**src/hdl/gfn_pkg.sv**
```systemverilog
// ----------------------------------------------------------------------------
// gfn_pkg - shared types and constants for the grid face neighbor lookup
// widths follow from the axis limit; structs carry pipeline words
// ----------------------------------------------------------------------------
package gfn_pkg;

    // largest block count per axis
    localparam int AXIS_MAX = 64;

    // fixed field widths
    localparam int ID_W    = 18;
    localparam int OUT_W   = 19;
    localparam int CFG_W   = 7;
    localparam int ADDR_W  = 3;

    // derived widths
    localparam int CNT_W   = $clog2(AXIS_MAX + 1);
    localparam int PLANE_W = 2 * CNT_W;
    localparam int TOT_W   = 3 * CNT_W;
    localparam int WIDE_W  = ((TOT_W > ID_W) ? TOT_W : ID_W) + 1;
    localparam int Q_W     = 2 * CNT_W;
    localparam int STEPS   = 2 * CNT_W;

    // stream widths, whole bytes
    localparam int IN_TDATA_W  = ((ID_W + 7) / 8) * 8;
    localparam int OUT_TDATA_W = ((6 * OUT_W + 7) / 8) * 8;

    // register indexes
    localparam logic [ADDR_W-1:0] REG_BLOCKS_X = ADDR_W'(0);
    localparam logic [ADDR_W-1:0] REG_BLOCKS_Y = ADDR_W'(1);
    localparam logic [ADDR_W-1:0] REG_BLOCKS_Z = ADDR_W'(2);
    localparam logic [ADDR_W-1:0] REG_PAD_X    = ADDR_W'(3);
    localparam logic [ADDR_W-1:0] REG_PAD_Y    = ADDR_W'(4);
    localparam logic [ADDR_W-1:0] REG_PAD_Z    = ADDR_W'(5);

    // configuration as seen by the datapath
    typedef struct packed {
        logic [CNT_W-1:0]   nx;
        logic [CNT_W-1:0]   ny;
        logic [CNT_W-1:0]   nz;
        logic [CNT_W-1:0]   nx_m1;
        logic [PLANE_W-1:0] nxny;
        logic [PLANE_W-1:0] plane_less_row;
        logic [TOT_W-1:0]   total;
        logic [TOT_W-1:0]   tot_less_plane;
        logic               pad_x;
        logic               pad_y;
        logic               pad_z;
    } cfg_t;

    // word moving through the divider stages
    typedef struct packed {
        logic [ID_W-1:0]    id;
        logic [WIDE_W-1:0]  rem;
        logic [PLANE_W-1:0] r1;
        logic [Q_W-1:0]     q;
    } div_word_t;

    // word between the two neighbor stages
    typedef struct packed {
        logic [ID_W-1:0]    id;
        logic [CNT_W-1:0]   x;
        logic [PLANE_W-1:0] yoff;
        logic [WIDE_W-1:0]  top;
        logic [WIDE_W-1:0]  bot;
        logic               yt;
        logic               yb;
        logic               xt;
        logic               xb;
        logic [5:0]         none;
        logic               bad;
    } nbr_word_t;

    // result word
    typedef struct packed {
        logic [OUT_W-1:0] left_id;
        logic [OUT_W-1:0] right_id;
        logic [OUT_W-1:0] front_id;
        logic [OUT_W-1:0] back_id;
        logic [OUT_W-1:0] bottom_id;
        logic [OUT_W-1:0] top_id;
        logic             bad_block;
    } result_t;

    // raw count to effective count: zero reads as one, clamp at the limit
    function automatic logic [CNT_W-1:0] eff_count(input logic [CFG_W-1:0] raw);
        logic [CNT_W-1:0] res;
        if (raw == '0)
        begin
            res = CNT_W'(1);
        end
        else if (int'(raw) > AXIS_MAX)
        begin
            res = CNT_W'(AXIS_MAX);
        end
        else
        begin
            res = CNT_W'(raw);
        end
        return res;
    endfunction

endpackage

```
**src/hdl/gfn_cfg.sv**
```systemverilog
// ----------------------------------------------------------------------------
// gfn_cfg - configuration registers and derived grid sizes
// plane and total sizes are registered products of the clamped counts
// ----------------------------------------------------------------------------
module gfn_cfg
(
    input  logic                       clk,
    input  logic                       rst_n,
    input  logic                       cfg_we,
    input  logic [gfn_pkg::ADDR_W-1:0] cfg_addr,
    input  logic [gfn_pkg::CFG_W-1:0]  cfg_wdata,
    output gfn_pkg::cfg_t              cfg
);

    logic [gfn_pkg::CFG_W-1:0] blocks_x_reg;
    logic [gfn_pkg::CFG_W-1:0] blocks_y_reg;
    logic [gfn_pkg::CFG_W-1:0] blocks_z_reg;
    logic                      pad_x_reg;
    logic                      pad_y_reg;
    logic                      pad_z_reg;

    logic [gfn_pkg::CNT_W-1:0]   nx;
    logic [gfn_pkg::CNT_W-1:0]   ny;
    logic [gfn_pkg::CNT_W-1:0]   nz;
    logic [gfn_pkg::PLANE_W-1:0] nxny_reg;
    logic [gfn_pkg::PLANE_W-1:0] plane_less_row_reg;
    logic [gfn_pkg::TOT_W-1:0]   total_reg;
    logic [gfn_pkg::TOT_W-1:0]   tot_less_plane_reg;

    always_ff @(posedge clk or negedge rst_n)
    begin
        if (!rst_n)
        begin
            blocks_x_reg <= gfn_pkg::CFG_W'(1);
            blocks_y_reg <= gfn_pkg::CFG_W'(1);
            blocks_z_reg <= gfn_pkg::CFG_W'(1);
            pad_x_reg    <= 1'b0;
            pad_y_reg    <= 1'b0;
            pad_z_reg    <= 1'b0;
        end
        else if (cfg_we)
        begin
            unique case (cfg_addr)
                gfn_pkg::REG_BLOCKS_X: blocks_x_reg <= cfg_wdata;
                gfn_pkg::REG_BLOCKS_Y: blocks_y_reg <= cfg_wdata;
                gfn_pkg::REG_BLOCKS_Z: blocks_z_reg <= cfg_wdata;
                gfn_pkg::REG_PAD_X:    pad_x_reg    <= cfg_wdata[0];
                gfn_pkg::REG_PAD_Y:    pad_y_reg    <= cfg_wdata[0];
                gfn_pkg::REG_PAD_Z:    pad_z_reg    <= cfg_wdata[0];
                default:               ;
            endcase
        end
    end

    assign nx = gfn_pkg::eff_count(blocks_x_reg);
    assign ny = gfn_pkg::eff_count(blocks_y_reg);
    assign nz = gfn_pkg::eff_count(blocks_z_reg);

    // first level: plane size, second level: totals
    always_ff @(posedge clk)
    begin
        nxny_reg           <= gfn_pkg::PLANE_W'(nx) * gfn_pkg::PLANE_W'(ny);
        plane_less_row_reg <= nxny_reg - gfn_pkg::PLANE_W'(nx);
        total_reg          <= gfn_pkg::TOT_W'(nxny_reg) * gfn_pkg::TOT_W'(nz);
        tot_less_plane_reg <= gfn_pkg::TOT_W'(nxny_reg)
                              * gfn_pkg::TOT_W'(nz - gfn_pkg::CNT_W'(1));
    end

    always_comb
    begin
        cfg.nx             = nx;
        cfg.ny             = ny;
        cfg.nz             = nz;
        cfg.nx_m1          = nx - gfn_pkg::CNT_W'(1);
        cfg.nxny           = nxny_reg;
        cfg.plane_less_row = plane_less_row_reg;
        cfg.total          = total_reg;
        cfg.tot_less_plane = tot_less_plane_reg;
        cfg.pad_x          = pad_x_reg;
        cfg.pad_y          = pad_y_reg;
        cfg.pad_z          = pad_z_reg;
    end

endmodule

```
**src/hdl/gfn_div_step.sv**
```systemverilog
// ----------------------------------------------------------------------------
// gfn_div_step - one registered restoring division step
// compare and subtract the shifted divisor, shift the quotient bit in
// ----------------------------------------------------------------------------
module gfn_div_step
(
    input  logic                       clk,
    input  logic                       rst_n,
    input  logic                       in_valid,
    output logic                       in_ready,
    input  gfn_pkg::div_word_t         in_data,
    input  logic [gfn_pkg::WIDE_W-1:0] divisor,
    output logic                       out_valid,
    input  logic                       out_ready,
    output gfn_pkg::div_word_t         out_data
);

    logic               valid_reg;
    gfn_pkg::div_word_t data_reg;
    gfn_pkg::div_word_t data_next;
    logic               fits;

    assign fits = (in_data.rem >= divisor);

    always_comb
    begin
        data_next = in_data;
        if (fits)
        begin
            data_next.rem = in_data.rem - divisor;
        end
        data_next.q = {in_data.q[gfn_pkg::Q_W-2:0], fits};
    end

    assign in_ready = !valid_reg || out_ready;

    always_ff @(posedge clk or negedge rst_n)
    begin
        if (!rst_n)
        begin
            valid_reg <= 1'b0;
        end
        else if (in_ready)
        begin
            valid_reg <= in_valid;
        end
    end

    always_ff @(posedge clk)
    begin
        if (in_valid && in_ready)
        begin
            data_reg <= data_next;
        end
    end

    assign out_valid = valid_reg;
    assign out_data  = data_reg;

endmodule

```
**src/hdl/gfn_nbr.sv**
```systemverilog
// ----------------------------------------------------------------------------
// gfn_nbr - neighbor numbers from coordinates, two register stages
// first stage: range check, edge tests, z neighbors; second: y and x
// ----------------------------------------------------------------------------
module gfn_nbr
(
    input  logic               clk,
    input  logic               rst_n,
    input  logic               in_valid,
    output logic               in_ready,
    input  gfn_pkg::div_word_t in_data,
    input  gfn_pkg::cfg_t      cfg,
    output logic               out_valid,
    input  logic               out_ready,
    output gfn_pkg::result_t   out_data
);

    localparam int W = gfn_pkg::WIDE_W;
    localparam int C = gfn_pkg::CNT_W;

    logic               a_valid_reg;
    gfn_pkg::nbr_word_t a_reg;
    gfn_pkg::nbr_word_t a_next;
    logic               a_ready;

    logic               b_valid_reg;
    gfn_pkg::result_t   b_reg;
    gfn_pkg::result_t   b_next;
    logic               b_ready;

    logic [C-1:0] x;
    logic [C-1:0] y;
    logic [C-1:0] z;
    logic [W-1:0] id_a;
    logic         bad;
    logic         zt;
    logic         zb;

    logic [W-1:0] id_b;
    logic [W-1:0] ybase;
    logic [W-1:0] xbase;
    logic [W-1:0] back_w;
    logic [W-1:0] front_w;
    logic [W-1:0] right_w;
    logic [W-1:0] left_w;

    // stage a
    assign x    = in_data.rem[C-1:0];
    assign y    = in_data.q[C-1:0];
    assign z    = in_data.q[gfn_pkg::Q_W-1:C];
    assign id_a = W'(in_data.id);
    assign bad  = (id_a >= W'(cfg.total));
    assign zt   = ({1'b0, z} + (C+1)'(1)) < {1'b0, cfg.nz};
    assign zb   = (z != '0);

    always_comb
    begin
        a_next.id   = in_data.id;
        a_next.x    = x;
        a_next.yoff = in_data.r1 - gfn_pkg::PLANE_W'(x);
        a_next.top  = zt ? id_a + W'(cfg.nxny) : W'(in_data.r1);
        a_next.bot  = zb ? id_a - W'(cfg.nxny)
                         : W'(in_data.r1) + W'(cfg.tot_less_plane);
        a_next.yt   = ({1'b0, y} + (C+1)'(1)) < {1'b0, cfg.ny};
        a_next.yb   = (y != '0);
        a_next.xt   = ({1'b0, x} + (C+1)'(1)) < {1'b0, cfg.nx};
        a_next.xb   = (x != '0);
        // none flags: top, bottom, back, front, right, left
        a_next.none[0] = bad || (!zt && cfg.pad_z);
        a_next.none[1] = bad || (!zb && cfg.pad_z);
        a_next.none[2] = bad || (!a_next.yt && cfg.pad_y);
        a_next.none[3] = bad || (!a_next.yb && cfg.pad_y);
        a_next.none[4] = bad || (!a_next.xt && cfg.pad_x);
        a_next.none[5] = bad || (!a_next.xb && cfg.pad_x);
        a_next.bad  = bad;
    end

    assign a_ready  = !a_valid_reg || b_ready;
    assign in_ready = a_ready;

    always_ff @(posedge clk or negedge rst_n)
    begin
        if (!rst_n)
        begin
            a_valid_reg <= 1'b0;
        end
        else if (a_ready)
        begin
            a_valid_reg <= in_valid;
        end
    end

    always_ff @(posedge clk)
    begin
        if (in_valid && a_ready)
        begin
            a_reg <= a_next;
        end
    end

    // stage b
    assign id_b    = W'(a_reg.id);
    assign ybase   = id_b - W'(a_reg.yoff);
    assign xbase   = id_b - W'(a_reg.x);
    assign back_w  = a_reg.yt ? id_b + W'(cfg.nx) : ybase;
    assign front_w = a_reg.yb ? id_b - W'(cfg.nx) : ybase + W'(cfg.plane_less_row);
    assign right_w = a_reg.xt ? id_b + W'(1) : xbase;
    assign left_w  = a_reg.xb ? id_b - W'(1) : xbase + W'(cfg.nx_m1);

    always_comb
    begin
        b_next.top_id    = a_reg.none[0] ? '1 : a_reg.top[gfn_pkg::OUT_W-1:0];
        b_next.bottom_id = a_reg.none[1] ? '1 : a_reg.bot[gfn_pkg::OUT_W-1:0];
        b_next.back_id   = a_reg.none[2] ? '1 : back_w[gfn_pkg::OUT_W-1:0];
        b_next.front_id  = a_reg.none[3] ? '1 : front_w[gfn_pkg::OUT_W-1:0];
        b_next.right_id  = a_reg.none[4] ? '1 : right_w[gfn_pkg::OUT_W-1:0];
        b_next.left_id   = a_reg.none[5] ? '1 : left_w[gfn_pkg::OUT_W-1:0];
        b_next.bad_block = a_reg.bad;
    end

    assign b_ready = !b_valid_reg || out_ready;

    always_ff @(posedge clk or negedge rst_n)
    begin
        if (!rst_n)
        begin
            b_valid_reg <= 1'b0;
        end
        else if (b_ready)
        begin
            b_valid_reg <= a_valid_reg;
        end
    end

    always_ff @(posedge clk)
    begin
        if (a_valid_reg && b_ready)
        begin
            b_reg <= b_next;
        end
    end

    assign out_valid = b_valid_reg;
    assign out_data  = b_reg;

endmodule

```
**src/hdl/grid_face_neighbor_ids.sv**
```systemverilog
// ----------------------------------------------------------------------------
// grid_face_neighbor_ids - six face neighbors of a block in a 3d grid
// splits a linear block number into x, y, z and returns neighbor numbers
// ----------------------------------------------------------------------------
//
//  channel   dir  handshake              payload
//  s_*       in   s_tvalid / s_tready    tdata: block_id
//  m_*       out  m_tvalid / m_tready    tdata: six neighbor ids, tuser: bad_block
//  cfg_*     in   cfg_we                 cfg_addr, cfg_wdata
//
//  one word per cycle sustained while m_tready stays high; stages: an input
//  register, one restoring division step per stage (z bits by plane size,
//  then y bits by row size) and two neighbor stages
//  reset clears all valid bits and loads the register defaults (1 block per
//  axis, all axes periodic); no clearing pass
//  each stage holds its word while the next one is full, so bubbles close up
//  and back-pressure only reaches s_tready once every stage is occupied
//  plane and total sizes are registered from the written counts, plane size first
//
module grid_face_neighbor_ids
(
    input  logic                            clk,
    input  logic                            rst_n,

    // input stream
    input  logic                            s_tvalid,
    output logic                            s_tready,
    input  logic [gfn_pkg::IN_TDATA_W-1:0]  s_tdata,   // block_id

    // output stream
    output logic                            m_tvalid,
    input  logic                            m_tready,
    // top_id, bottom_id, back_id, front_id, right_id, left_id
    output logic [gfn_pkg::OUT_TDATA_W-1:0] m_tdata,
    output logic [0:0]                      m_tuser,   // bad_block

    // configuration writes
    input  logic                            cfg_we,
    input  logic [gfn_pkg::ADDR_W-1:0]      cfg_addr,
    input  logic [gfn_pkg::CFG_W-1:0]       cfg_wdata
);

    localparam int STEPS  = gfn_pkg::STEPS;
    localparam int CNT_W  = gfn_pkg::CNT_W;
    localparam int WIDE_W = gfn_pkg::WIDE_W;
    localparam int DEPTH  = STEPS + 3;
    localparam int FL_W   = $clog2(DEPTH + 1);

    gfn_pkg::cfg_t      cfg;

    // stage k feeds division step k; stage STEPS feeds the neighbor unit
    gfn_pkg::div_word_t stg_data [0:STEPS];
    logic [STEPS:0]     stg_valid;
    logic [STEPS:0]     stg_ready;

    logic               in_valid_reg;
    gfn_pkg::div_word_t in_data_reg;
    gfn_pkg::div_word_t in_word;
    gfn_pkg::result_t   res;

    logic [FL_W-1:0]    inflight_reg;
    logic [FL_W-1:0]    inflight_next;

    gfn_cfg u_cfg
    (
        .clk       (clk),
        .rst_n     (rst_n),
        .cfg_we    (cfg_we),
        .cfg_addr  (cfg_addr),
        .cfg_wdata (cfg_wdata),
        .cfg       (cfg)
    );

    // input register in front of the first division step, giving the derived sizes time to settle
    always_comb
    begin
        in_word.id  = s_tdata[gfn_pkg::ID_W-1:0];
        in_word.rem = WIDE_W'(s_tdata[gfn_pkg::ID_W-1:0]);
        in_word.r1  = '0;
        in_word.q   = '0;
    end

    assign s_tready = !in_valid_reg || stg_ready[0];

    always_ff @(posedge clk or negedge rst_n)
    begin
        if (!rst_n)
        begin
            in_valid_reg <= 1'b0;
        end
        else if (s_tready)
        begin
            in_valid_reg <= s_tvalid;
        end
    end

    always_ff @(posedge clk)
    begin
        if (s_tvalid && s_tready)
        begin
            in_data_reg <= in_word;
        end
    end

    assign stg_valid[0] = in_valid_reg;
    assign stg_data[0]  = in_data_reg;

    // division pipeline: first z = id / plane, then y = (id % plane) / row
    genvar k;
    generate
        for (k = 0; k < STEPS; k++)
        begin : g_step
            gfn_pkg::div_word_t    step_in;
            logic [WIDE_W-1:0]     step_div;

            if (k < CNT_W)
            begin : g_z
                assign step_div = WIDE_W'(cfg.nxny) << (CNT_W - 1 - k);
            end
            else
            begin : g_y
                assign step_div = WIDE_W'(cfg.nx) << (STEPS - 1 - k);
            end

            // remainder after the z steps is the in-plane offset
            always_comb
            begin
                step_in = stg_data[k];
                if (k == CNT_W)
                begin
                    step_in.r1 = stg_data[k].rem[gfn_pkg::PLANE_W-1:0];
                end
            end

            gfn_div_step u_step
            (
                .clk       (clk),
                .rst_n     (rst_n),
                .in_valid  (stg_valid[k]),
                .in_ready  (stg_ready[k]),
                .in_data   (step_in),
                .divisor   (step_div),
                .out_valid (stg_valid[k+1]),
                .out_ready (stg_ready[k+1]),
                .out_data  (stg_data[k+1])
            );
        end
    endgenerate

    gfn_nbr u_nbr
    (
        .clk       (clk),
        .rst_n     (rst_n),
        .in_valid  (stg_valid[STEPS]),
        .in_ready  (stg_ready[STEPS]),
        .in_data   (stg_data[STEPS]),
        .cfg       (cfg),
        .out_valid (m_tvalid),
        .out_ready (m_tready),
        .out_data  (res)
    );

    assign m_tdata = gfn_pkg::OUT_TDATA_W'({res.left_id, res.right_id, res.front_id,
                                            res.back_id, res.bottom_id, res.top_id});
    assign m_tuser = res.bad_block;

    // words in flight, for checking only
    always_comb
    begin
        inflight_next = inflight_reg;
        if (s_tvalid && s_tready)
        begin
            inflight_next = inflight_next + FL_W'(1);
        end
        if (m_tvalid && m_tready)
        begin
            inflight_next = inflight_next - FL_W'(1);
        end
    end

    always_ff @(posedge clk or negedge rst_n)
    begin
        if (!rst_n)
        begin
            inflight_reg <= '0;
        end
        else
        begin
            inflight_reg <= inflight_next;
        end
    end

    // an out-of-range block has no neighbors at all
    a_bad_all_none: assert property (@(posedge clk) disable iff (!rst_n)
        (m_tvalid && m_tuser[0]) |-> (&m_tdata[6*gfn_pkg::OUT_W-1:0]))
        else $error("bad block with a neighbor id");

    // input only stalls when the result is held back
    a_stall_source: assert property (@(posedge clk) disable iff (!rst_n)
        !s_tready |-> (m_tvalid && !m_tready))
        else $error("input stalled without output back-pressure");

    // pipeline never holds more words than it has stages
    a_occupancy: assert property (@(posedge clk) disable iff (!rst_n)
        inflight_reg <= FL_W'(DEPTH))
        else $error("more words in flight than stages");

    // a result can only appear with a word in flight
    a_out_has_word: assert property (@(posedge clk) disable iff (!rst_n)
        m_tvalid |-> (inflight_reg != '0))
        else $error("result without an accepted word");

endmodule

```
**config.mk**
```make
export PLATFORM = sky130hd
export DESIGN_NAME = grid_face_neighbor_ids
export DESIGN_NICKNAME = d
export VERILOG_FILES = /design/src/hdl/gfn_pkg.sv /design/src/hdl/gfn_cfg.sv /design/src/hdl/gfn_div_step.sv /design/src/hdl/gfn_nbr.sv /design/src/hdl/grid_face_neighbor_ids.sv
export SDC_FILE = /design/constraint.sdc
export NUM_CORES = 2
export LEC_CHECK = 0
export BUFFER_PORTS_ARGS = -buffer_cell sky130_fd_sc_hd__buf_2
export CORE_UTILIZATION = 45
export CTS_CLUSTER_SIZE = 16
export DETAILED_ROUTE_END_ITERATION = 12
export GPL_ROUTABILITY_DRIVEN = 0
export HOLD_SLACK_MARGIN = 0.1
export MAX_ROUTING_LAYER = met4
export PLACE_DENSITY = 0.65
export SLEW_MARGIN = 10
export SYNTH_ARGS = -nofsm -noshare
export SYNTH_HDL_FRONTEND = slang
export SYNTH_SLANG_ARGS = --single-unit
```
**constraint.sdc**
```tcl
create_clock -name clk -period 6.56 [get_ports clk]
set_input_delay 0.656 -clock clk [delete_from_list [all_inputs] [get_ports clk]]
set_output_delay 0.656 -clock clk [all_outputs]
set_load 0.02 [all_outputs]
```
==> results.yml <==
sta:
  tns_ps: 0
  rsz0062_at_grt: "no"
  fin_skew_ps: 40.97
  fmax_ghz: 0.1583
  slew_viol_final: 0
  hold_viol: 0
  tightest_slew_ps: 1324
  fin_crit_sh: 0.9632
  fin_crit_ps: 6318
  finalSetupViolCount: 0
  slew_headroom: 0.1108
routing:
  drtPass1Iterations: 8
  routed_wl_um: 134200
  wl_per_cell_um: 18.70
  drtAntennaViolNets: 0
  drc_errors: 0
  via_count: 38070
  vias_per_cell: 5.303
  drtIter0Drc: 2729
worst_setup_path:
  critPathBufInv: 6
  arrival_ps: 6960
  path_class: "flip-flop to flip-flop"
  startpoint_type: "flip-flop"
  worst-path-max-fanout: 9
  cp_slowest_cell: "or4_1"
  worstPathCellList: "buf_4 > or4_1 > o21ai_2 > nand2_1 > nand2_1 > fa_1 > inv_1 > fa_1 > inv_1 > fa_1 > inv_1 > fa_1 > fa_1 > inv_1 > fa_1 > inv_1 > ha_1 > nand3_1 > nand2_1 > a41oi_2 > a21oi_2 > a211o_1 > a21oi_1 > xnor2_1"
  cp-end-kind: "flip-flop"
  slowest_delay_ps: 520
  path_common_cell: "fa_1"
  path_delay_family: "adder cells"
  cp_data_required_time_ps: 7200
floorplan:
  start_util: 0.4545
  ioPinCount: 162
  die_area_mm2: 0.1324
  coreArea_mm2: 0.1296
  row_count: 132
  die_x_um: 363.9
  die_h_um: 363.9
yosys:
  ys_dominant_reg_cell: "edfxtp_1"
  synth_edf_count: 926
  synth.cell_area_mm2: 0.05893
  ys_ff_latch: 1035
  yosys.area.top_type: "edfxtp_1"
  avgSynthCellArea_um2: 11.60
  synth_area_leaders: "edfxtp_1 (47%), ha_1 (9.0%), fa_1 (7.1%)"
  synth_top_area_frac: 0.4719
  ys_warn_count: 0
  seq_area_frac_synth: 0.5125
  syn_inst: 5078
  async_flop_share: 0.03961
  synth_cell_types: 87
hold_path:
  hp-class: "input pin to flip-flop"
clocking:
  htreeDepth: 3
  clockBufferDepth: 3
  clock_latency_ps: 720
  clock_sinks: 1035
  cts_root_buffer: "clkbuf_16"
  clkTransAtPathRegs_ps: 70
  cts_tree: "built"
  cts_buffers: 104
flow_run:
  maxCapViolCount: 0
place:
  dp_cells: 6962
  place_hpwl_um: 100800
  port_buffers: 149
global_routing:
  grt-ovfl-total: 0
  grt_pass1_wl_um: 209600
  track_usage: 0.2101
  grt_start_max_net_pins: 76
  grt_pass1_vias: 37570
  antenna_found_initial: 5
finish:
  layout_commonest_cell: "edfxtp_1"
  layout_common_cells: "edfxtp_1 (926), inv_1 (439), nand2_1 (426), ha_1 (419), nor2_1 (353)"
  fin_cells: 7180
  layout-drive-gt1-share: 0.1017
  largest_reg_flops: 705
  areaGrowthSynthToFinish_pct: 12.01
  num-nets-final: 6016
status:
  status: "complete, no violations"
[cell usage after synthesis (all sizes together) (17+ instances only)]
library cell and n:
a31oi 31, nand2 426, or4 17, or3 50
clkbuf 104, ha 422, o21bai 23, and3 33
o31ai 24, and2 49, a21o 85, o211ai 28
o21a 32, mux2 46, nand3 84, inv 439
dfxtp 68, o21ai 217, nand2b 74, a21boi 28
fa 208, nor4 55, nor2 355, edfxtp 926
a211oi 23, buf 21, dfrtp 38, nor2b 81
xor2 158, or2 67, nor3 101, nand4 39
a21oi 263, mux2i 22, xnor2 270
[per-layer routing]
metal	vias up	global-route usage	wire, um
met5	-	-	0
met2	1034	0.3456	64120
met1	18220	0.2611	57480
met3	307	0.03456	7493
met4	0	0.07554	5138
li1	18520	-	-
[repair_timing]
action / CTS / global route
endpoints found under the setup margin: 3 / 4
endpoints found under the hold margin: 36 / 0
pin swaps: 0 / 0
resized for setup: 2 / 10
hold buffers: 20 / 0
setup buffers: 0 / 1
[logic make-up (layout without fill, tap and decap cells)]
group / Yosys count / after routing / share of synthesized area
adders and majority gates: 630 / 630 / 0.1603
DFF: 1035 / 1035 / 0.5125
AOI/OAI and AO/OA: 848 / 848 / 0.08899
muxes: 68 / 68 / 0.01253
buffers and inverters: 575 / 898 / 0.03714
xor gates and xnor gates: 428 / 428 / 0.06361
other: 2 / 39 / 0.0001274
and+or+nand+nor: 1492 / 1492 / 0.1249
[stage by stage]
stage	hold WS, ps	cell area, um^2	util	setup WS (ps)
5_1_grt	241.6	66000	0.5091	3.380
3_5_place_dp	404.5	62190	0.4796	-166.3
2_1_floorplan	360.4	59070	-	37.12
4_1_cts	232.8	65940	0.5086	25.19
6_report	302.4	66000	0.5091	241.5
3_3_place_gp	400.6	62190	0.4796	-25.95
[tightest hold or removal path, delay by kind of cell]
family,cells,cell delay (ps)
simple gates,1,70
buf+inv,1,160
compound gates,1,70
[worst paths after layout]
check	slack [ps]	startpoint	cells past startpoint	endpoint
worst max-delay path	240	u_cfg.blocks_z_reg[3]	24	u_cfg.tot_less_plane_reg[18]
worst min-delay path	300	cfg_wdata[6]	3	u_cfg.blocks_y_reg[6]
worst max register to register	240	u_cfg.blocks_z_reg[3]	24	u_cfg.tot_less_plane_reg[18]
worst min register to register	390	g_step[8].u_step.out_data[67]	0	g_step[9].u_step.out_data[67]
max in group asynchronous	5360	rst_n	3	u_cfg.pad_x_reg
min in group asynchronous	580	rst_n	3	in_valid_reg
[layout make-up]
| class | count | area, um^2 |
|---|---|---|
| antenna | 1 | 2.502 |
| clock buffer | 121 | 2740 |
| clock inverter | 75 | 805.8 |
| fill | 11280 | 63650 |
| inverter | 450 | 1690 |
| multi-input combinational | 3504 | 26800 |
| sequential | 1035 | 30200 |
| tap | 1742 | 2180 |
| timing repair buffer | 252 | 1585 |
Power is left out: the tool's default activity adds up to more than one toggle a clock period on the data nets, which glitch-free logic cannot reach.
